File: config.mk
export PLATFORM = sky130hd
export DESIGN_NAME = vcd_front
export DESIGN_NICKNAME = d
export VERILOG_FILES = /design/src/hw/rtl/vcd_pkg.sv /design/src/hw/rtl/vcd_front.sv
export SDC_FILE = /design/constraint.sdc
export NUM_CORES = 1
export LEC_CHECK = 0
export ABC_AREA = 1
export BUFFER_PORTS_ARGS = -buffer_cell sky130_fd_sc_hd__buf_4
export CORE_MARGIN = 2
export CORE_UTILIZATION = 50
export DETAILED_ROUTE_END_ITERATION = 8
export GPL_ROUTABILITY_DRIVEN = 0
export HOLD_SLACK_MARGIN = 0.08
export PLACE_DENSITY_LB_ADDON = 0.25
export SYNTH_ARGS = -nofsm -noshare
export SYNTH_HDL_FRONTEND = slang
export SYNTH_SLANG_ARGS = --single-unit
File: constraint.sdc
create_clock -name clk -period 8.4 [get_ports clk]
set_input_delay 0 -clock clk [delete_from_list [all_inputs] [get_ports clk]]
set_output_delay 0 -clock clk [all_outputs]
set_load 0.05 [all_outputs]
File: src/hw/rtl/vcd_pkg.sv
// shared types and constants for the voxel carving block
`default_nettype none

package vcd_pkg;

  localparam int NUM_VIEWS   = 6;
  localparam int SIZE_W      = 7;   // size registers, runs and distances
  localparam int COORD_W     = 6;   // map cell and voxel coordinates
  localparam int CELL_ADDR_W = 16;  // enough for the largest map, trimmed in the back end
  localparam int INDEX_W     = 18;
  localparam int CFG_IDX_W   = 2;

  typedef enum logic [CFG_IDX_W-1:0] {
    CFG_SIZE_X = 2'd0,
    CFG_SIZE_Y = 2'd1,
    CFG_SIZE_Z = 2'd2
  } cfg_reg_t;

  localparam logic KIND_LOAD  = 1'b0;
  localparam logic KIND_QUERY = 1'b1;

  localparam logic [2:0] VIEW_PX = 3'd0;
  localparam logic [2:0] VIEW_NX = 3'd1;
  localparam logic [2:0] VIEW_PY = 3'd2;
  localparam logic [2:0] VIEW_NY = 3'd3;
  localparam logic [2:0] VIEW_PZ = 3'd4;
  localparam logic [2:0] VIEW_NZ = 3'd5;

  // one classified item on its way from the front end to the back end
  typedef struct packed {
    logic                                     is_query;
    logic [NUM_VIEWS-1:0]                     wr_views;
    logic [SIZE_W-1:0]                        run;
    logic [NUM_VIEWS-1:0][CELL_ADDR_W-1:0]    addr;
    logic [NUM_VIEWS-1:0][SIZE_W-1:0]         span;
    logic                                     in_grid;
    logic [INDEX_W-1:0]                       vidx;
  } entry_t;

endpackage

`default_nettype wire

File: src/hw/rtl/vcd_front.sv
// front end: size registers, run scaling, map cell addresses and voxel index
`default_nettype none

module vcd_front #(
  parameter int MAX_DIM         = 64,
  parameter int DEPTH_FRAC_BITS = 16
) (
  input  wire logic                            clk,
  input  wire logic                            rst_n,
  input  wire logic                            cfg_we,
  input  wire logic [vcd_pkg::CFG_IDX_W-1:0]   cfg_index,
  input  wire logic [vcd_pkg::SIZE_W-1:0]      cfg_data,
  input  wire logic                            in_kind,
  input  wire logic [2:0]                      in_view,
  input  wire logic [vcd_pkg::COORD_W-1:0]     in_map_col,
  input  wire logic [vcd_pkg::COORD_W-1:0]     in_map_row,
  input  wire logic [DEPTH_FRAC_BITS:0]        in_depth,
  input  wire logic [vcd_pkg::COORD_W-1:0]     in_voxel_x,
  input  wire logic [vcd_pkg::COORD_W-1:0]     in_voxel_y,
  input  wire logic [vcd_pkg::COORD_W-1:0]     in_voxel_z,
  output vcd_pkg::entry_t                      entry
);

  localparam int NV       = vcd_pkg::NUM_VIEWS;
  localparam int SW       = vcd_pkg::SIZE_W;
  localparam int AW       = vcd_pkg::CELL_ADDR_W;
  localparam int IW       = vcd_pkg::INDEX_W;
  localparam int NXY_W    = 2 * SW;
  localparam int ZP_W     = vcd_pkg::COORD_W + NXY_W;
  localparam int YP_W     = vcd_pkg::COORD_W + SW;
  localparam int PROD_W   = DEPTH_FRAC_BITS + 1 + SW;
  localparam int SIZE_RST = (MAX_DIM < 64) ? MAX_DIM : 64;

  logic [SW-1:0]    size_x_r, size_x_nxt;
  logic [SW-1:0]    size_y_r, size_y_nxt;
  logic [SW-1:0]    size_z_r, size_z_nxt;
  logic [NXY_W-1:0] nxy_r;

  function automatic logic [SW-1:0] clamp_size(input logic [SW-1:0] v);
    if (v == '0) return SW'(1);
    else if (int'(v) > MAX_DIM) return SW'(MAX_DIM);
    else return v;
  endfunction

  function automatic logic [AW-1:0] cell_addr(input logic [SW-1:0] row,
                                              input logic [SW-1:0] col);
    return AW'(row) * AW'(MAX_DIM) + AW'(col);
  endfunction

  always_comb begin
    size_x_nxt = size_x_r;
    size_y_nxt = size_y_r;
    size_z_nxt = size_z_r;
    if (cfg_we) begin
      case (cfg_index)
        vcd_pkg::CFG_SIZE_X: size_x_nxt = clamp_size(cfg_data);
        vcd_pkg::CFG_SIZE_Y: size_y_nxt = clamp_size(cfg_data);
        vcd_pkg::CFG_SIZE_Z: size_z_nxt = clamp_size(cfg_data);
        default: ;
      endcase
    end
  end

  // plane size is built from the next register values so it lands with them
  always_ff @(posedge clk) begin
    if (!rst_n) begin
      size_x_r <= SW'(SIZE_RST);
      size_y_r <= SW'(SIZE_RST);
      size_z_r <= SW'(SIZE_RST);
      nxy_r    <= NXY_W'(SIZE_RST * SIZE_RST);
    end else begin
      size_x_r <= size_x_nxt;
      size_y_r <= size_y_nxt;
      size_z_r <= size_z_nxt;
      nxy_r    <= NXY_W'(size_x_nxt) * NXY_W'(size_y_nxt);
    end
  end

  // load path
  logic [SW-1:0]     n_sel;
  logic [PROD_W-1:0] prod;
  logic [SW:0]       run_raw;
  logic [SW-1:0]     run;
  logic              load_ok;
  logic [AW-1:0]     load_addr;

  always_comb begin
    case (in_view)
      vcd_pkg::VIEW_PX, vcd_pkg::VIEW_NX: n_sel = size_x_r;
      vcd_pkg::VIEW_PY, vcd_pkg::VIEW_NY: n_sel = size_y_r;
      default:                            n_sel = size_z_r;
    endcase
  end

  assign prod      = PROD_W'(in_depth) * PROD_W'(n_sel);
  assign run_raw   = prod[PROD_W-1:DEPTH_FRAC_BITS];
  assign run       = (run_raw > {1'b0, n_sel}) ? n_sel : run_raw[SW-1:0];
  assign load_ok   = (in_view < 3'(vcd_pkg::NUM_VIEWS)) &&
                     (int'(in_map_col) < MAX_DIM) && (int'(in_map_row) < MAX_DIM);
  assign load_addr = cell_addr(SW'(in_map_row), SW'(in_map_col));

  // query path
  logic [SW-1:0]   x7, y7, z7, mx, my, mz;
  logic            in_grid;
  logic [ZP_W-1:0] zp;
  logic [YP_W-1:0] yp;
  logic [IW-1:0]   vidx;

  assign x7 = SW'(in_voxel_x);
  assign y7 = SW'(in_voxel_y);
  assign z7 = SW'(in_voxel_z);
  // mirrored distances, only meaningful inside the grid
  assign mx = size_x_r - SW'(1) - x7;
  assign my = size_y_r - SW'(1) - y7;
  assign mz = size_z_r - SW'(1) - z7;
  assign in_grid = (x7 < size_x_r) && (y7 < size_y_r) && (z7 < size_z_r);

  assign zp   = ZP_W'(in_voxel_z) * ZP_W'(nxy_r);
  assign yp   = YP_W'(in_voxel_y) * YP_W'(size_x_r);
  assign vidx = IW'(zp) + IW'(yp) + IW'(in_voxel_x);

  always_comb begin
    entry          = '0;
    entry.is_query = (in_kind == vcd_pkg::KIND_QUERY);
    entry.run      = run;
    entry.in_grid  = in_grid;
    entry.vidx     = vidx;
    if (entry.is_query) begin
      entry.addr[0] = cell_addr(z7, y7);
      entry.addr[1] = cell_addr(mz, y7);
      entry.addr[2] = cell_addr(mz, x7);
      entry.addr[3] = cell_addr(z7, x7);
      entry.addr[4] = cell_addr(y7, x7);
      entry.addr[5] = cell_addr(my, x7);
      entry.span[0] = mx;
      entry.span[1] = x7;
      entry.span[2] = my;
      entry.span[3] = y7;
      entry.span[4] = mz;
      entry.span[5] = z7;
    end else begin
      for (int v = 0; v < vcd_pkg::NUM_VIEWS; v++) begin
        entry.addr[v] = load_addr;
      end
      if (load_ok) begin
        entry.wr_views = NV'(1) << in_view;
      end
    end
  end

endmodule

`default_nettype wire

==> metrics.md, run 1 <==
| Metric | Value |
|---|---|
| Setup tns final | `0 ps` |
| Ant diodes | `0` |
| Hold wc startpoint | `cfg_data[1]` |
| Finish-stage setup viols | `0` |
| Port bufs | `about 210` |
| Synthesized-area fraction occupied by adder cells | `46.2%` |
| Crit-path max FO | `13` |
| R2r setup slk | `about 3600 ps` |
| Worst skew pair latency | `about 280 ps` |
| Synth Area in Compound Gates | `approximately 8.8%` |
| Post-synthesis sequential area ratio | `under 10%` |
| Critical path class | `reg2out` |
| Worst reg2reg path startpoint | `size_x_r[5]` |
| Clk root buf | `clkbuf_16` |
| Post-layout minimum cycle time | `7160 ps` |
| Die area | `around 28000 µm²` |
| Crit-path leading delay family | `adder cells` |
| Initial antenna violation count | `0` |
| Seq cells post-synth | `35` |
| Synth top area cells | `fa_1 30%, ha_1 17%, inv_1 13%, nand2_1 11%, dfxtp_1 5.4%` |
| Commonest cells after routing, fill and taps aside | `454 x inv_1, 382 x nand2_1, 210 x buf_4` |
| Hpwl dp | `just over 30000 µm` |
| Post-synth EDFFs | `0` |
| Max Buffers Root-to-Sink | `2` |
| Met2 global-route usage | `approximately 46%` |
| Post-Synth Simple-Gate Area | `19.7%` |
| Nets@finish | `approximately 2400` |
| Slew headroom | `a little under two fifths` |
| Hold Vio Cnt, Final | `0` |
| FF-to-FF path depth | `19` |
| Peak VDD IR | `~0.64 mV` |
| Average cell area after synthesis | `~7.1 µm²` |
| Grt total ovfl | `0` |
| P_leak | `8.86 nW` |
| Unique masters post-synth | `47` |
| First-pass iteration count of the detailed router | `5` |
| Buffers inserted by post-CTS timing repair | `0` |
| Status | `complete, no violations` |
| Buf/Inv on CP | `5` |
| Yosys warns | `0` |
| Final Max Slew Viols | `0` |
| Vias per std cell | `5.15` |
| Post-synth top area cell | `fa_1` |
| Die width | `about 170 µm` |
| Least-Margin Pin Slew | `927 ps` |
| Share of cells above drive strength 1 | `between 10% and 20%` |
| Detail Route Antenna Nets | `0` |
| Drt drc | `0` |
| Period utilization | `between 80% and 90%` |
| Commonest non-fill, non-tap cell in the layout | `inv_1` |
| Worst path max stage delay | `560 ps` |
| H-tree levels | `2` |
| Hold crit path type | `in2reg` |
| Starting Density | `around half` |
| Post-Synthesis Cells | `~1800` |
| Area share of the largest cell type after synthesis | `just under 30%` |
| Die Span Y | `roughly 170 µm` |
| Synth Area in XOR/XNOR | `roughly 1.9%` |
| Vias in the first global route | `roughly 12000` |
| WHS Path Cells | `3` |
| CORE AREA | `between 20000 and 30000 µm²` |
| Reg clk slew, reported paths | `approximately 60 ps` |
| Mapped cell area | `~13000 µm²` |
| Largest net degree at the start of global routing | `43` |
| Skew final | `around 5.2 ps` |
| Final Total Pwr | `about 0.0037 W` |
| Reg2reg end | `nxy_r[10]` |
| Clock sinks | `35` |
| M3 GR Usage | `about 2.1%` |
| Largest family of logic cells by synthesized area | `adder cells` |
| Post-synth ARST share | `0%` |
| TritonCTS buffer count | `5` |
| RSZ-0062 raised after global routing | `no` |
| CP required | `~8400 ps` |
| First-pass GRT wire length | `about 60000 µm` |
| Max-Cap Viols | `0` |
| WL final | `about 35000 µm` |
| Fill cells | `approximately 2500` |
| Pwr Density | `251 nW/µm²` |
| # IOs | `approximately 230` |
| FMAX | `between 100 and 150 MHz` |
| TritonCTS clock tree | `done` |
| Grt met1 use | `between 30% and 40%` |
| CP Launch Type | `flip-flop` |
| Initial drt markers | `roughly 800` |
| Slowest CP cell | `fa_1` |
| Critical Path Stages | `30` |
| Busiest grt layer | `met2` |
| Vias | `around 12000` |
| Tot GR Track Use | `between 20% and 30%` |
| Average wire per standard cell | `approximately 15 µm` |
| CP endpoint kind | `output pin` |
| Multiplexer share of the synthesized area | `0%` |
| Area growth syn-to-layout | `12.3%` |
| Commonest register cell after synthesis | `dfxtp_1` |
| Data arrival, critical path | `~7000 ps` |
| Rows | `59` |
| Worst Hold End | `size_z_r[1]` |
| Critical path's most frequent cell | `nand2_1` |
==> Yosys cell counts (3+ instances only) <==
cell type and number:
a211oi_1 3, a21boi_0 4, a21o_1 5, a21oi_1 79, a22oi_1 4, a31oi_1 4, buf_1 4, buf_4 65
clkbuf_1 35, dfxtp_1 35, fa_1 193, ha_1 175, inv_1 454, inv_2 3, nand2_1 382, nand2_2 3
nand3_1 28, nand4_1 7, nor2_1 183, nor3_1 18, o21a_1 7, o21ai_0 73, o21ai_1 5, o21bai_1 3
o31ai_1 10, xnor2_1 7, xor2_1 21
==> layer usage <==
| metal | wire (µm) | part of all wire, % |
|---|---|---|
| met5 | 0 | 0 |
| met4 | 1060 | 3.0 |
| met3 | 2170 | 6.1 |
| met2 | 17400 | 49 |
| met1 | 14700 | 42 |
==> state kept, by name, indices dropped and copies added, names as in the netlist <==
name	cells
size_z_r	7
size_y_r	7
size_x_r	7
nxy_r	14
==> per-stage QoR <==
step                worst slack, ps  util (%)  hold slack [ps]  cells  instance area (µm²)
floorplan                      2440         -              163   1858                13200
global placement               1780      56.1              311   2297                14500
detailed placement             1660      56.1              320   2297                14500
CTS                            1350      56.8              103   2306                14700
global route                    774      56.8              139   2306                14700
finish                         1240      56.8              130   2306                14700
==> worst register-to-register path, stage by stage, from the launching register on <==
cell and delay [ps]:
dfxtp_1 530, inv_1 140, nand2_1 80, o21ai_0 330, inv_1 300, nand2_1 110, fa_1 500, fa_1 540
inv_1 50, fa_1 450, ha_1 290, ha_1 320, a21oi_1 150, o21ai_0 120, a21oi_1 220, nor2_1 60
o21ai_0 160, nand2_1 90, o21ai_0 150, a21oi_1 50
==> what timing repair did <==
| action | in CTS | in global routing |
|---|---|---|
| gates resized for setup | 0 | 0 |
| endpoints found under the hold margin | 6 | 0 |
| hold buffers | 1 | 0 |
==> cell families after synthesis <==
family | after synthesis
and+or+nand+nor | 637
buffers and inverters | 563
adders and majority gates | 368
AOI/OAI and AO/OA | 203
DFF | 35
xor gates and xnor gates | 28
other | 1
==> power by group <==
| part | switching (W) | internal [W] | leakage [nW] |
|---|---|---|---|
| logic | 0.00223 | 0.00104 | 8.49 |
| registers | 0.0000251 | 0.000179 | 0.287 |
| clock network | 0.0000715 | 0.000140 | 0.0838 |
==> worst max path at each step <==
stage                     start          to  slack (ps)
floorplan           size_x_r[6]  entry[163]        2440
global placement    size_x_r[6]  entry[163]        1780
detailed placement  size_x_r[5]  entry[159]        1660
CTS                 size_x_r[5]  entry[159]        1350
global route        size_x_r[5]  entry[163]         770
finish              size_x_r[5]  entry[159]        1240
==> final cells by class <==
class | instances | area, µm² | share of cell area, %
Inverter | 457 | 1720 | 11.7
Clock buffer | 5 | 125 | 0.851
Timing Repair Buffer | 211 | 1590 | 10.8
Tap cell | 335 | 419 | 2.85
Clock inverter | 3 | 43.8 | 0.298
Multi-Input combinational cell | 1260 | 10100 | 68.8
Sequential cell | 35 | 701 | 4.76
Power figures use the tool's default switching activity.
==> run 2, diff against run 1 <==
--- a/config.mk
+++ b/config.mk
@@ -11,8 +11,8 @@
 export CORE_UTILIZATION = 50
 export DETAILED_ROUTE_END_ITERATION = 8
 export GPL_ROUTABILITY_DRIVEN = 0
-export HOLD_SLACK_MARGIN = 0.08
-export PLACE_DENSITY_LB_ADDON = 0.25
+export HOLD_SLACK_MARGIN = 0.15
+export PLACE_DENSITY = 0.73
 export SYNTH_ARGS = -nofsm -noshare
 export SYNTH_HDL_FRONTEND = slang
 export SYNTH_SLANG_ARGS = --single-unit
==> metrics.md, run 2 (same netlist as run 1, synthesis figures left out) <==
| Metric | Value |
|---|---|
| Status | `complete, no violations` |
| Average wire per standard cell | `between 15 and 20 µm` |
| Crit-path max FO | `13` |
| Area growth syn-to-layout | `12.2%` |
| WL final | `36600 µm` |
| TritonCTS buffer count | `5` |
| Initial drt markers | `853` |
| Rows | `59` |
| Hpwl dp | `between 30000 and 40000 µm` |
| Skew final | `4.53 ps` |
| Worst path max stage delay | `around 560 ps` |
| Buf/Inv on CP | `5` |
| Commonest cells after routing, fill and taps aside | `454 x inv_1, 382 x nand2_1, 211 x buf_4` |
| Reg with most FFs | `nxy_r` |
| Die Span Y | `around 170 µm` |
| CORE AREA | `25900 µm²` |
| Critical path class | `reg2out` |
| Hold crit path type | `in2reg` |
| Largest net degree at the start of global routing | `43` |
| Vias in the first global route | `12200` |
| Nets@finish | `2403` |
| Final Max Slew Viols | `0` |
| Detail Route Antenna Nets | `0` |
| CP endpoint kind | `output pin` |
| Register area | `roughly 700 µm²` |
| Max Buffers Root-to-Sink | `2` |
| Peak VDD IR | `approximately 0.72 mV` |
| Least-Margin Pin Slew | `933 ps` |
| Hold Vio Cnt, Final | `0` |
| Drt drc | `0` |
| Die area | `~28000 µm²` |
| Clock sinks | `35` |
| Commonest non-fill, non-tap cell in the layout | `inv_1` |
| Share of cells above drive strength 1 | `about an eighth` |
| TritonCTS clock tree | `done` |
| Post-layout minimum cycle time | `7050 ps` |
| First-pass iteration count of the detailed router | `6` |
| Starting Density | `a little over 50%` |
| Final Total Pwr | `roughly 0.0036 W` |
| Placed instance count | `approximately 2300` |
| Fill cells | `between 2000 and 2500` |
| CP required | `about 8400 ps` |
| Tot GR Track Use | `27.0%` |
| Max-Cap Viols | `0` |
| Finish-stage setup viols | `0` |
| Area occupied by multi-input gates | `10100 µm²` |
| Clk root buf | `clkbuf_16` |
| Slowest CP cell | `fa_1` |
| Reg clk slew, reported paths | `60 ps` |
| Port bufs | `approximately 210` |
| Slew headroom | `between 30 and 40%` |
| Buffers inserted by post-CTS timing repair | `0` |
| P_leak | `around 9 nW` |
| Grt total ovfl | `0` |
| Worst skew pair latency | `around 280 ps` |
| # IOs | `234` |
| Post-CTS sizing | `0` |
| Pwr Density | `approximately 250 nW/µm²` |
| Period utilization | `a little over four fifths` |
| First-pass GRT wire length | `just over 60000 µm` |
| Vias per std cell | `approximately 5.2` |
| Data arrival, critical path | `approximately 7100 ps` |
| Initial antenna violation count | `1` |
| H-tree levels | `2` |
| Crit-path leading delay family | `adder cells` |
| FMAX | `roughly 140 MHz` |
| CP Launch Type | `flip-flop` |
| RSZ-0062 raised after global routing | `no` |
| Vias | `about 12000` |
| Non-filler cells, final | `2309` |
| Setup tns final | `0 ps` |
| Max reg flops | `14` |
| Die width | `around 170 µm` |
## run 2: report_power, final
part	total (W)	leakage, nW	switching (W)	internal [W]
logic	0.00326	8.50	0.00223	0.00104
clock network	0.000179	0.0734	0.0000712	0.000108
registers	0.000204	0.287	0.0000241	0.000179
total	0.00365	8.86	0.00232	0.00133
## run 2: layout make-up
| cell class | instances | area share (%) |
|---|---|---|
| Antenna cell | 1 | 0.0170 |
| Inverter | 457 | 11.7 |
| Tap cell | 335 | 2.85 |
| Timing Repair Buffer | 213 | 10.9 |
| Clock buffer | 5 | 0.851 |
| Multi-Input combinational cell | 1260 | 68.8 |
| Sequential cell | 35 | 4.77 |
| Clock inverter | 3 | 0.102 |
## run 2: path summary, 6_finish.rpt
kind / from / endpoint / slack, ps / cells past startpoint
worst max-delay path: size_x_r[4] / entry[159] / 1350 / 26
worst min register to register: size_z_r[5] / size_z_r[5] / 560 / 2
worst max register to register: size_x_r[1] / nxy_r[10] / 3660 / 19
worst min-delay path: cfg_data[6] / size_z_r[6] / 180 / 3
## run 2: per-stage QoR
stage / area (µm²) / util [%] / hold slack (ps) / worst slack, ps
after global routing: 14700 / 56.7 / 210 / 888
after global placement: 14500 / 56.1 / 298 / 1890
final: 14700 / 56.7 / 180 / 1350
after detailed placement: 14500 / 56.1 / 296 / 1800
after floorplan: 13200 / - / 163 / 2440
after CTS: 14700 / 56.7 / 166 / 1480
## run 2: what timing repair did
action,4_1_cts,5_1_grt
endpoints found under the setup margin,0,0
endpoints found under the hold margin,19,0
hold buffers,2,0
## run 2: tightest hold or removal path, cell delays in order
cell and delay, ps:
buf_4 110, inv_1 120, o211ai_1 190
## run 2: metal layers
metal | vias to the layer above | track usage (%) | share of wire (%)
li1 | 5689 | - | -
met1 | 5719 | 32.2 | 38
met2 | 517 | 47.6 | 49
met3 | 98 | 3.77 | 7.3
met4 | 0 | 13.5 | 5.2
met5 | - | 0 | 0
