$ cat src/hw/rtl/vcd_pkg.sv
// shared types and constants for the voxel carving block
`default_nettype none

package vcd_pkg;

  localparam int NUM_VIEWS   = 6;
  localparam int SIZE_W      = 7;   // size registers, runs and distances
  localparam int COORD_W     = 6;   // map cell and voxel coordinates
  localparam int CELL_ADDR_W = 16;  // enough for the largest map, trimmed in the back end
  localparam int INDEX_W     = 18;
  localparam int CFG_IDX_W   = 2;

  typedef enum logic [CFG_IDX_W-1:0] {
    CFG_SIZE_X = 2'd0,
    CFG_SIZE_Y = 2'd1,
    CFG_SIZE_Z = 2'd2
  } cfg_reg_t;

  localparam logic KIND_LOAD  = 1'b0;
  localparam logic KIND_QUERY = 1'b1;

  localparam logic [2:0] VIEW_PX = 3'd0;
  localparam logic [2:0] VIEW_NX = 3'd1;
  localparam logic [2:0] VIEW_PY = 3'd2;
  localparam logic [2:0] VIEW_NY = 3'd3;
  localparam logic [2:0] VIEW_PZ = 3'd4;
  localparam logic [2:0] VIEW_NZ = 3'd5;

  // one classified item on its way from the front end to the back end
  typedef struct packed {
    logic                                     is_query;
    logic [NUM_VIEWS-1:0]                     wr_views;
    logic [SIZE_W-1:0]                        run;
    logic [NUM_VIEWS-1:0][CELL_ADDR_W-1:0]    addr;
    logic [NUM_VIEWS-1:0][SIZE_W-1:0]         span;
    logic                                     in_grid;
    logic [INDEX_W-1:0]                       vidx;
  } entry_t;

endpackage

`default_nettype wire

$ cat src/hw/rtl/vcd_queue.sv
// short fifo of classified items between front end and back end
`default_nettype none

module vcd_queue (
  input  wire logic             clk,
  input  wire logic             rst_n,
  input  wire logic             push_valid,
  output      logic             push_ready,
  input  wire vcd_pkg::entry_t  push_data,
  output      logic             pop_valid,
  input  wire logic             pop_ready,
  output vcd_pkg::entry_t       pop_data
);

  localparam int DEPTH = 2;
  localparam int PTR_W = $clog2(DEPTH);
  localparam int CNT_W = PTR_W + 1;

  vcd_pkg::entry_t  slot_r [DEPTH];
  logic [PTR_W-1:0] wr_ptr_r, wr_ptr_nxt;
  logic [PTR_W-1:0] rd_ptr_r, rd_ptr_nxt;
  logic [CNT_W-1:0] count_r, count_nxt;
  logic             push, pop;

  assign push_ready = (count_r < CNT_W'(DEPTH));
  assign pop_valid  = (count_r != '0);
  assign pop_data   = slot_r[rd_ptr_r];
  assign push       = push_valid && push_ready;
  assign pop        = pop_valid && pop_ready;

  always_comb begin
    wr_ptr_nxt = push ? wr_ptr_r + PTR_W'(1) : wr_ptr_r;
    rd_ptr_nxt = pop ? rd_ptr_r + PTR_W'(1) : rd_ptr_r;
    count_nxt  = count_r + CNT_W'(push) - CNT_W'(pop);
  end

  always_ff @(posedge clk) begin
    if (!rst_n) begin
      wr_ptr_r <= '0;
      rd_ptr_r <= '0;
      count_r  <= '0;
    end else begin
      wr_ptr_r <= wr_ptr_nxt;
      rd_ptr_r <= rd_ptr_nxt;
      count_r  <= count_nxt;
    end
  end

  always_ff @(posedge clk) begin
    if (push) begin
      slot_r[wr_ptr_r] <= push_data;
    end
  end

endmodule

`default_nettype wire

$ cat config.mk
export PLATFORM = sky130hd
export DESIGN_NAME = vcd_queue
export DESIGN_NICKNAME = d
export VERILOG_FILES = /design/src/hw/rtl/vcd_pkg.sv /design/src/hw/rtl/vcd_queue.sv
export SDC_FILE = /design/constraint.sdc
export NUM_CORES = 1
export LEC_CHECK = 0
export ABC_CLOCK_PERIOD_IN_PS = 12900
export BUFFER_PORTS_ARGS = -buffer_cell sky130_fd_sc_hd__buf_2
export CAP_MARGIN = 20
export CORE_ASPECT_RATIO = 0.9
export CORE_MARGIN = 4
export CORE_UTILIZATION = 35
export CTS_BUF_LIST = sky130_fd_sc_hd__clkbuf_8
export CTS_CLUSTER_DIAMETER = 200
export DETAILED_ROUTE_END_ITERATION = 8
export PLACE_DENSITY = 0.57
export SLEW_MARGIN = 0
export SYNTH_ARGS = -nofsm -noshare
export SYNTH_HDL_FRONTEND = slang
export SYNTH_SLANG_ARGS = --single-unit
$ cat constraint.sdc
create_clock -name clk -period 12.9 [get_ports clk]
set_input_delay 2.58 -clock clk [delete_from_list [all_inputs] [get_ports clk]]
set_output_delay 2.58 -clock clk [all_outputs]
set_load 0.05 [all_outputs]
==> results of run 1 <==
routing by layer:
metal  routed length (um)  GRT usage, %  vias up
li1                     -             -     3032
met5                   14             0        -
met2                13200          20.8      269
met4                  482          4.34        4
met3                 2510          4.70       49
met1                12700          18.5     3251
layout by cell type, fill, tap and decap left out, types with 2 or more instances in the layout:
master | netlist | layout
mux2_2 | 81 | 81
dfxtp_1 | 5 | 4
clkinvlp_4 | 0 | 2
clkinv_2 | 0 | 8
mux2_4 | 90 | 90
inv_1 | 1 | 11
edfxtp_1 | 342 | 342
clkbuf_8 | 0 | 55
clkinv_1 | 0 | 18
buf_2 | 8 | 347
and2_1 | 4 | 4
buf_4 | 0 | 7
diode_2 | 0 | 4
a21oi_1 | 2 | 2
o21ai_0 | 3 | 3
cell type report:
| cell class | count | area share, % |
|---|---|---|
| Sequential cell | 347 | 64.3 |
| Multi-Input combinational cell | 192 | 15.0 |
| Clock buffer | 55 | 4.69 |
| Inverter | 1 | 0.0233 |
| Clock inverter | 39 | 1.06 |
| Tap cell | 476 | 3.69 |
| Antenna cell | 4 | 0.0620 |
| Timing Repair Buffer | 355 | 11.2 |
cells by family (layout without fill, tap and decap cells):
logic type      after synthesis  count (layout)  synth area share, %
xor+xnor                      1               1               0.0677
mux                         171             171                 17.5
compound gates                6               6                0.251
simple gates                 13              13                0.658
other cells                   0               4                    0
fa+ha+maj                     1               1               0.0967
flops                       347             347                 80.1
buf+inv                      20             450                 1.30
stage by stage:
stage / worst slack (ps) / hold slack, ps / power (mW) / cell area (um2)
floorplan: 2410 / 542 / 2.18 / 12900
global placement: 7550 / 563 / 2.36 / 15200
detailed placement: 7510 / 565 / 2.36 / 15200
CTS: 6830 / 585 / 3.18 / 16100
global route: 6740 / 625 / 3.27 / 16100
finish: 6960 / 587 / 3.13 / 16100
cells in the mapped netlist:
cell	number
a21oi_1	2
and2_1	4
and3_1	1
and3b_1	1
and4bb_2	1
buf_2	8
buf_6	11
dfxtp_1	5
edfxtp_1	342
ha_1	1
inv_1	1
mux2_2	81
mux2_4	90
nand2b_1	1
nand3_1	1
nor2_1	1
nor2b_1	1
nor3_1	1
o21a_1	1
o21ai_0	3
or2_2	1
xnor2_1	1
registers in the layout, indices dropped and copies added, names as in the netlist, named ones only:
signal,count
rd_ptr_r,1
count_r,2
slot_r,342
wr_ptr_r,1
worst max-delay path, stage by stage, from the launching register on:
cell and delay, ps:
dfxtp_4 590, buf_4 640, buf_4 760, mux2_2 420, buf_2 210
where the power goes:
| part | switching (mW) | internal [mW] |
|---|---|---|
| Combinational | 0.654 | 0.277 |
| Sequential | 0.0343 | 1.36 |
| Clock | 0.408 | 0.396 |
worst max path at each step:
stage / slack [ps] / to / depth (start not counted) / from
4_1_cts: 6830 / pop_data[26] / 4 / flop
5_1_grt: 6740 / pop_data[26] / 4 / flop
3_3_place_gp: 7550 / pop_data[17] / 4 / flop
2_1_floorplan: 2410 / slot_r[0][0]$_DFFE_PP_ / 2 / push_valid
3_5_place_dp: 7510 / pop_data[26] / 4 / flop
6_report: 6960 / pop_data[26] / 4 / flop
==> summary.txt, run 1 <==
Timing
  – Fin. Hold Viols: 0
  – Setup Viol. Count Final: 0
  – Slew headroom: roughly a third
  – Slew Limit Fails: 0
  – RSZ-0062 raised after global routing: no
  – Final Cycle Share: between 40 and 50%
  – Clock skew: 9.80 ps
  – Min Tclk post-route: roughly 5900 ps
  – Setup TNS: 0 ps
  – Worst-margin pin slew: ~1000 ps
  – FMAX: around 170 MHz

Worst setup path
  – R2R Setup Slk: around 11000 ps
  – WP data required: between 10000 and 15000 ps
  – Worst Reg-to-Reg Cells: 4
  – Crit path kind: reg -> out
  – Crit-path max FO: 49
  – Setup crit end kind: primary output
  – Reg-to-Reg Start: count_r[1]$_SDFF_PN0_
  – WP data arrival: between 3000 and 4000 ps
  – Worst setup SP type: flop
  – R2R Path End: slot_r[0][68]$_DFFE_PP_

Floorplanning
  – Std cell rows: 66
  – Core Region: 0.0363 mm2
  – Die H: 190 um
  – Top Ports: between 300 and 400
  – Die Wd: around 210 um
  – Starting Density: 35.6%
  – Die area: ~0.04 mm2

Global route
  – Largest net degree at the start of global routing: 73
  – Initial antenna violation count: 5
  – Vias in the first global route: about 7000
  – Grt ovf: 0
  – Gr usage total: a little over an eighth
  – First-pass GRT wire length: between 40000 and 50000 um

Finish
  – Final std cells w/o fill: between 1000 and 1500
  – Register area: between 0.01 and 0.015 mm2
  – Layout cells sized above 1: between 60% and 70%
  – Layout net count: about 1100
  – Area Overhead vs Synth: 24.7%
  – Filler instances: ~3300
  – Final design utilization: between 40% and 50%
  – Area of the multi-input gates: around 0.0024 mm2

Drt
  – Drt first pass iters: 4
  – Via count: roughly 6600
  – DRC Markers: 0
  – Vias/cell: 4.50
  – Initial drt markers: a little over 300
  – DRT Wirelength: between 20000 and 30000 um
  – ANT nets after route: 0
  – DR WL/cell: slightly below 20 um

Yosys
  – Post-synthesis average cell area: 23.1 um2
  – #FFs+latches synth: 347
  – Library cells used by synthesis: 22
  – Sequential fraction of the synthesis area: between 80% and 90%
  – Synth Instances: about 560
  – Yosys top cell by area: edfxtp_1
  – Synth warnings: 0
  – Syn_nets: roughly 740
  – Share of the synthesized area in the top cell type: 79.4%
  – Main area contributors after synthesis: edfxtp_1, mux2_4, mux2_2
  – Mapped cell area: about 0.013 mm2

Clock network
  – H-tree levels: 2
  – Post-CTS sizing: 0
  – CTS Root Cell: clkbuf_8
  – Setup bufs post-CTS: 0
  – Worst-Skew Late Latency: 580 ps
  – CTS tree: yes
  – Hold Buf Count CTS: 0
  – CTS buffer count: 55
  – CTS Sinks: around 350
  – CTS max path bufs: 3
  – Worst-path clk slew: roughly 60 ps

Worst hold path
  – Worst Hold Path Cells: 2
  – Type of the most critical hold path: reg -> reg
  – Hold Startpoint: rd_ptr_r$_SDFFE_PN0P_

Power
  – Peak VDD IR: around 97 uV
  – PD cells: 194 mW/mm2
  – Leak Pwr: 6.16 nW

Place
  – Placed Instances: approximately 1400
  – Placer Congestion: slightly below 0.8
  – Port Buf Inserts: around 350
  – DPL Wire Length: about 20000 um

Job
  – Max-Cap Viols: 0

Run status
  – Status: finished, final reports clean
Power figures use the tool's default switching activity.
==> run 2, diff against run 1 <==
--- a/config.mk
+++ b/config.mk
@@ -5,7 +5,7 @@
 export SDC_FILE = /design/constraint.sdc
 export NUM_CORES = 1
 export LEC_CHECK = 0
-export ABC_CLOCK_PERIOD_IN_PS = 12900
+export ABC_CLOCK_PERIOD_IN_PS = 4900
 export BUFFER_PORTS_ARGS = -buffer_cell sky130_fd_sc_hd__buf_2
 export CAP_MARGIN = 20
 export CORE_ASPECT_RATIO = 0.9
@@ -14,7 +14,7 @@
 export CTS_BUF_LIST = sky130_fd_sc_hd__clkbuf_8
 export CTS_CLUSTER_DIAMETER = 200
 export DETAILED_ROUTE_END_ITERATION = 8
-export PLACE_DENSITY = 0.57
+export PLACE_DENSITY = 0.59
 export SLEW_MARGIN = 0
 export SYNTH_ARGS = -nofsm -noshare
 export SYNTH_HDL_FRONTEND = slang
==> constraint.sdc (replaced) <==
create_clock -name clk -period 4.9 [get_ports clk]
set_input_delay 0.98 -clock clk [delete_from_list [all_inputs] [get_ports clk]]
set_output_delay 0.98 -clock clk [all_outputs]
set_load 0.05 [all_outputs]
==> run 2 against run 1 <==
  * Routed wire length decreased by 5.4%
  * Flip-flop and latch count is the same
  * Clock skew grew 0.51 ps
  * Worst hold slack got worse by 7.6 ps
  * Non-clock buffer count grew 5
  * Critical path depth decreased by 1
  * Critical path type unchanged
  * Largest power group unchanged
==> summary.txt, run 2 (synthesis gave the netlist of run 1 again) <==
Run status
  – Status: finished, final reports clean

Drt
  – Routed length on met1: approximately 12000 um
  – Highest routed layer: met5
  – ANT nets after route: 0
  – Vias/cell: 4.47
  – DR WL/cell: between 15 and 20 um
  – Drt first pass iters: 4
  – Met2 wire len: about 13000 um
  – DRC Markers: 0
  – Met3 routed WL: roughly 2400 um
  – DRT Wirelength: ~27000 um
  – Via count: between 6000 and 7000
  – Initial drt markers: roughly 250

Finish
  – Layout net count: 1134
  – Largest register by flop count: slot_r
  – Final design utilization: ~45%
  – Layout cells sized above 1: around three fifths
  – Commonest non-fill, non-tap cell in the layout: buf_2
  – Commonest non-fill, non-tap cells in the layout: buf_2, edfxtp_1, mux2_4
  – Post-layout instance area: approximately 0.016 mm2
  – Number of flip-flops in the largest register: 342
  – Area Overhead vs Synth: 25.4%
  – Largest regs: slot_r (342), count_r (2)

Global route
  – First-pass GRT wire length: 40700 um
  – Largest net degree at the start of global routing: 173
  – Vias in the first global route: between 7000 and 8000
  – Grt ovf: 0
  – Initial antenna violation count: 4
  – Gr usage total: approximately an eighth

Timing
  – Min Tclk post-route: approximately 3600 ps
  – Setup Viol. Count Final: 0
  – RSZ-0062 raised after global routing: no
  – Fin. Hold Viols: 0
  – Worst-margin pin slew: 1080 ps
  – FMAX: between 200 and 300 MHz
  – Setup TNS: 0 ps
  – Slew headroom: 28.3%
  – Clock skew: about 10 ps
  – Slew Limit Fails: 0
  – Final Cycle Share: 72.8%

Floorplanning
  – Die H: approximately 190 um
  – Die area: roughly 0.04 mm2
  – Starting Density: between 30 and 40%
  – Std cell rows: 66
  – Die Wd: approximately 210 um
  – Core Region: between 0.03 and 0.04 mm2
  – Top Ports: about 350

Worst setup path
  – WP data arrival: 2590 ps
  – Setup crit end kind: primary output
  – Crit path kind: reg -> out
  – WP data required: between 3000 and 4000 ps
  – Crit-path max FO: 50
  – Worst setup SP type: flop

Place
  – Placed Area: between 0.015 and 0.02 mm2
  – Port Buf Inserts: about 350
  – Placer Congestion: 0.743
  – DPL Wire Length: ~18000 um

Clock network
  – H-tree levels: 2
  – CTS Sinks: around 350
  – Setup bufs post-CTS: 0
  – CTS max path bufs: 3
  – CTS Root Cell: clkbuf_8
  – CTS tree: yes
  – Post-CTS sizing: 0
  – Worst-path clk slew: about 60 ps
  – Hold Buf Count CTS: 0
  – CTS buffer count: 56
  – Worst-Skew Late Latency: between 500 and 600 ps

Power
  – Leak Pwr: 6.23 nW
  – PD cells: approximately 500 mW/mm2
  – Peak VDD IR: 309 uV

Job
  – Max-Cap Viols: 0

Worst hold path
  – Type of the most critical hold path: reg -> reg
## run 2: changes by cell type in the layout (fill, tap and decap cells not counted), moves of 2 or more
cell / delta
buf_12: +3
buf_4: +2
clkbuf_8: +2
clkinv_1: +2
clkinv_2: -4
inv_1: +7
## run 2: layout make-up
| cell class | instances | area (um2) |
|---|---|---|
| Clock buffer | 57 | 785 |
| Multi-Input combinational cell | 192 | 2410 |
| Antenna cell | 3 | 7.51 |
| Timing Repair Buffer | 360 | 1880 |
| Clock inverter | 42 | 166 |
| Inverter | 1 | 3.75 |
| Fill cell | 3260 | 20100 |
| Sequential cell | 347 | 10400 |
| Tap cell | 476 | 596 |
## run 2: worst paths after layout
| path | start | to | slack (ps) | cells after the start |
|---|---|---|---|---|
| worst min-delay path | rd_ptr_r$_SDFFE_PN0P_ | flop | 580 | 2 |
| worst max-delay path | flop | pop_data[55] | 1330 | 3 |
| worst min register to register | rd_ptr_r$_SDFFE_PN0P_ | flop | 580 | 2 |
| worst max register to register | count_r[1]$_SDFF_PN0_ | slot_r[1][58]$_DFFE_PP_ | 2800 | 3 |
## run 2: report_power, final
group	leakage (nW)	internal, mW	switching, mW	total (mW)
Clock	0.548	1.07	1.06	2.13
Sequential	3.24	3.58	0.116	3.70
Combinational	2.44	0.743	1.69	2.43
## run 2: critical path: stages (launching register included)
cell	delay, ps
dfxtp_4	980
buf_4	410
mux2_2	370
buf_2	210
## run 2: metal layers
layer / up-vias / GRT usage (%)
li1: 3047 / -
met1: 3271 / 17.0
met2: 246 / 20.4
met3: 37 / 5.25
met4: 2 / 3.64
met5: - / 0
## run 2: through the flow
| stage | setup WS (ps) | instances | power (mW) | hold slack, ps |
|---|---|---|---|---|
| finish | 1330 | 1478 | 8.26 | 580 |
| global route | 1160 | 1477 | 8.65 | 537 |
| CTS | 1220 | 1475 | 8.40 | 530 |
| detailed placement | 1880 | 1376 | 6.23 | 577 |
| global placement | 1910 | 1376 | 6.21 | 563 |
| floorplan | 869 | 559 | 5.69 | 552 |
==> run 3, diff against run 2 <==
--- a/config.mk
+++ b/config.mk
@@ -5,7 +5,8 @@
 export SDC_FILE = /design/constraint.sdc
 export NUM_CORES = 1
 export LEC_CHECK = 0
-export ABC_CLOCK_PERIOD_IN_PS = 4900
+export ABC_AREA = 1
+export ABC_CLOCK_PERIOD_IN_PS = 3080
 export BUFFER_PORTS_ARGS = -buffer_cell sky130_fd_sc_hd__buf_2
 export CAP_MARGIN = 20
 export CORE_ASPECT_RATIO = 0.9
==> constraint.sdc (replaced) <==
create_clock -name clk -period 3.08 [get_ports clk]
set_input_delay 0.616 -clock clk [delete_from_list [all_inputs] [get_ports clk]]
set_output_delay 0.616 -clock clk [all_outputs]
set_load 0.05 [all_outputs]
==> run 3 against run 2 <==
  * Global-route usage decreased by 0.30 points
  * Sequential share of layout area decreased by 0.22 points
  * Clock skew increased by 13 ps
  * Sequential power increased by 64%
  * Clock power increased by 59%
  * Largest power group unchanged
  * Power increased by 75%
  * Flip-flop and latch count unchanged
  * Worst hold slack got worse by 360 ps
  * Largest cell class unchanged
  * Utilization increased by 0.26 points
  * Register-to-register slack got worse by 1500 ps
  * Die area decreased by 0.15%
  * Clock-buffer cell count decreased by 1
==> summary.txt, run 3 <==
Run status
  – Status: finished, final reports clean

Power
  – Psw: ~5.4 mW
  – Cell Int Power: ~9.1 mW
  – Leak Pwr: between 6 and 7 nW
  – Sequential share of power: between 40% and 50%
  – PD cells: between 800 and 900 mW/mm2
  – Sw Share: a little under two fifths
  – Clock power frac: between 20% and 30%
  – Combinational share of power: between 30% and 40%
  – Peak VDD IR: between 500 and 600 uV

Place
  – Port Buf Inserts: approximately 350
  – Dpl ws: between 1000 and 1500 ps
  – DPL Wire Length: 18200 um
  – Placer Congestion: roughly 0.75

Worst setup path
  – Worst setup SP type: flop
  – Setup crit end kind: primary output
  – WP data required: around 2500 ps
  – Crit-path max FO: 59
  – WP data arrival: 2040 ps
  – Crit path kind: reg -> out

Yosys
  – Mapped cell area: ~0.013 mm2
  – Share of the synthesized area in the top cell type: about four fifths
  – Sequential fraction of the synthesis area: about 80%
  – Yosys top cell by area: edfxtp_1
  – Main synth FF type: edfxtp_1
  – Main area contributors after synthesis: edfxtp_1, mux2_4, mux2_2
  – Syn_nets: roughly 740
  – Top cells by count, synth: edfxtp_1, mux2_4, mux2_2, buf_6, buf_2
  – Synth async-reset ratio: 0%
  – Most common cell in the netlist: edfxtp_1
  – Synth Instances: ~560
  – Library cells used by synthesis: 15
  – #FFs+latches synth: around 350
  – EDFF count, synth: around 340
  – Post-synthesis average cell area: between 20 and 25 um2
  – Synth warnings: 0

Finish
  – Commonest non-fill, non-tap cells in the layout: buf_2, edfxtp_1, mux2_4
  – Largest regs: slot_r (342), count_r (2)
  – Layout cells sized above 1: between 50% and 60%
  – Commonest non-fill, non-tap cell in the layout: buf_2
  – Number of flip-flops in the largest register: 342
  – Area Overhead vs Synth: 26.1%
  – Area of the multi-input gates: around 0.0024 mm2
  – Register area: 0.0104 mm2
  – Filler instances: 3192
  – Largest register by flop count: slot_r
  – Layout net count: about 1100

Clock network
  – H-tree levels: 2
  – CTS buffer count: 56
  – CTS tree: yes
  – Post-CTS sizing: 0
  – CTS Sinks: ~350
  – Hold Buf Count CTS: 0
  – CTS max path bufs: 3
  – Worst-Skew Late Latency: between 500 and 600 ps
  – Setup bufs post-CTS: 0
  – CTS Root Cell: clkbuf_8
  – Worst-path clk slew: 60 ps

Timing
  – Fin. Hold Viols: 0
  – Clock skew: approximately 23 ps
  – Setup Viol. Count Final: 0
  – Final WS setup: 420 ps
  – RSZ-0062 raised after global routing: no
  – Final Cycle Share: roughly 86%
  – Slew Limit Fails: 0
  – FMAX: between 300 and 400 MHz
  – Slew headroom: about three fifths
  – Min Tclk post-route: between 2000 and 3000 ps
  – Setup TNS: 0 ps
  – Worst-margin pin slew: between 600 and 700 ps
  – Hold Worst Slack: roughly 220 ps

Drt
  – DRT Wirelength: approximately 27000 um
  – DRC Markers: 0
  – Vias/cell: 4.42
  – DR WL/cell: 18.1 um
  – Initial drt markers: roughly 280
  – Via count: approximately 6500
  – Drt first pass iters: 4
  – ANT nets after route: 0

Floorplanning
  – Starting Density: between 30 and 40%
  – Die H: between 150 and 200 um
  – Std cell rows: 66
  – Core Region: roughly 0.036 mm2
  – Die area: approximately 0.04 mm2
  – Top Ports: between 300 and 400
  – Die Wd: about 210 um

Global route
  – First-pass GRT wire length: about 40000 um
  – Initial antenna violation count: 2
  – Largest net degree at the start of global routing: 91
  – Gr usage total: around 13%
  – Vias in the first global route: 6901
  – Grt ovf: 0

Job
  – Max-Cap Viols: 0

Worst hold path
  – Type of the most critical hold path: in -> reg
run 3: power by group through the flow:
stage	Clock, mW	Combinational (mW)	Sequential (mW)
2_1_floorplan	0	4.00	6.18
3_3_place_gp	0	5.08	6.17
3_5_place_dp	0	5.09	6.19
4_1_cts	3.54	5.10	6.09
5_1_grt	3.78	5.26	6.13
6_report	3.38	5.02	6.08
run 3: stage by stage:
stage	utilization [%]	power, mW	cell area (um2)	instances
finish	44.9	14.5	16300	1480
global placement	42.3	11.2	15300	1379
detailed placement	42.3	11.3	15300	1379
floorplan	-	10.2	13000	563
CTS	44.9	14.7	16300	1478
global route	44.9	15.2	16300	1478
run 3: final timing paths:
check | start | endpoint | slack (ps) | cells past startpoint
worst max-delay path | flop | pop_data[163] | 420 | 3
worst min-delay path | push_data[87] | slot_r[1][87]$_DFFE_PP_ | 220 | 1
worst max register to register | count_r[1]$_SDFF_PN0_ | slot_r[0][163]$_DFFE_PP_ | 1330 | 4
worst min register to register | rd_ptr_r$_SDFFE_PN0P_ | flop | 470 | 2
run 3: cell families (layout without fill, tap and decap cells):
kind of cell / Yosys count / after routing / share of synthesized area, %
and+or+nand+nor: 11 / 11 / 0.349
buffers and inverters: 26 / 465 / 1.47
muxes: 171 / 171 / 17.5
other: 0 / 2 / 0
xor gates and xnor gates: 1 / 1 / 0.0678
adders and majority gates: 1 / 1 / 0.0968
DFF: 347 / 347 / 80.3
AOI/OAI and AO/OA: 6 / 6 / 0.232
run 3: critical path, stage by stage, from the launching register on:
cell and delay (ps):
dfxtp_4 410, buf_12 330, mux2_2 390, buf_2 210
run 3: layer usage:
| metal | wire length, um | GRT usage (%) |
|---|---|---|
| met3 | 2420 | 4.41 |
| met4 | 537 | 3.66 |
| met5 | 19 | 0 |
| met2 | 12800 | 20.8 |
| met1 | 11100 | 16.3 |
run 3: final cells by class:
type	instances	share of cell area, %
clock buffer	56	4.73
timing repair buffer	359	11.9
inverter	7	0.184
multi-input combinational	190	14.7
sequential	347	63.7
clock inverter	43	1.11
antenna	2	0.0307
tap	476	3.66
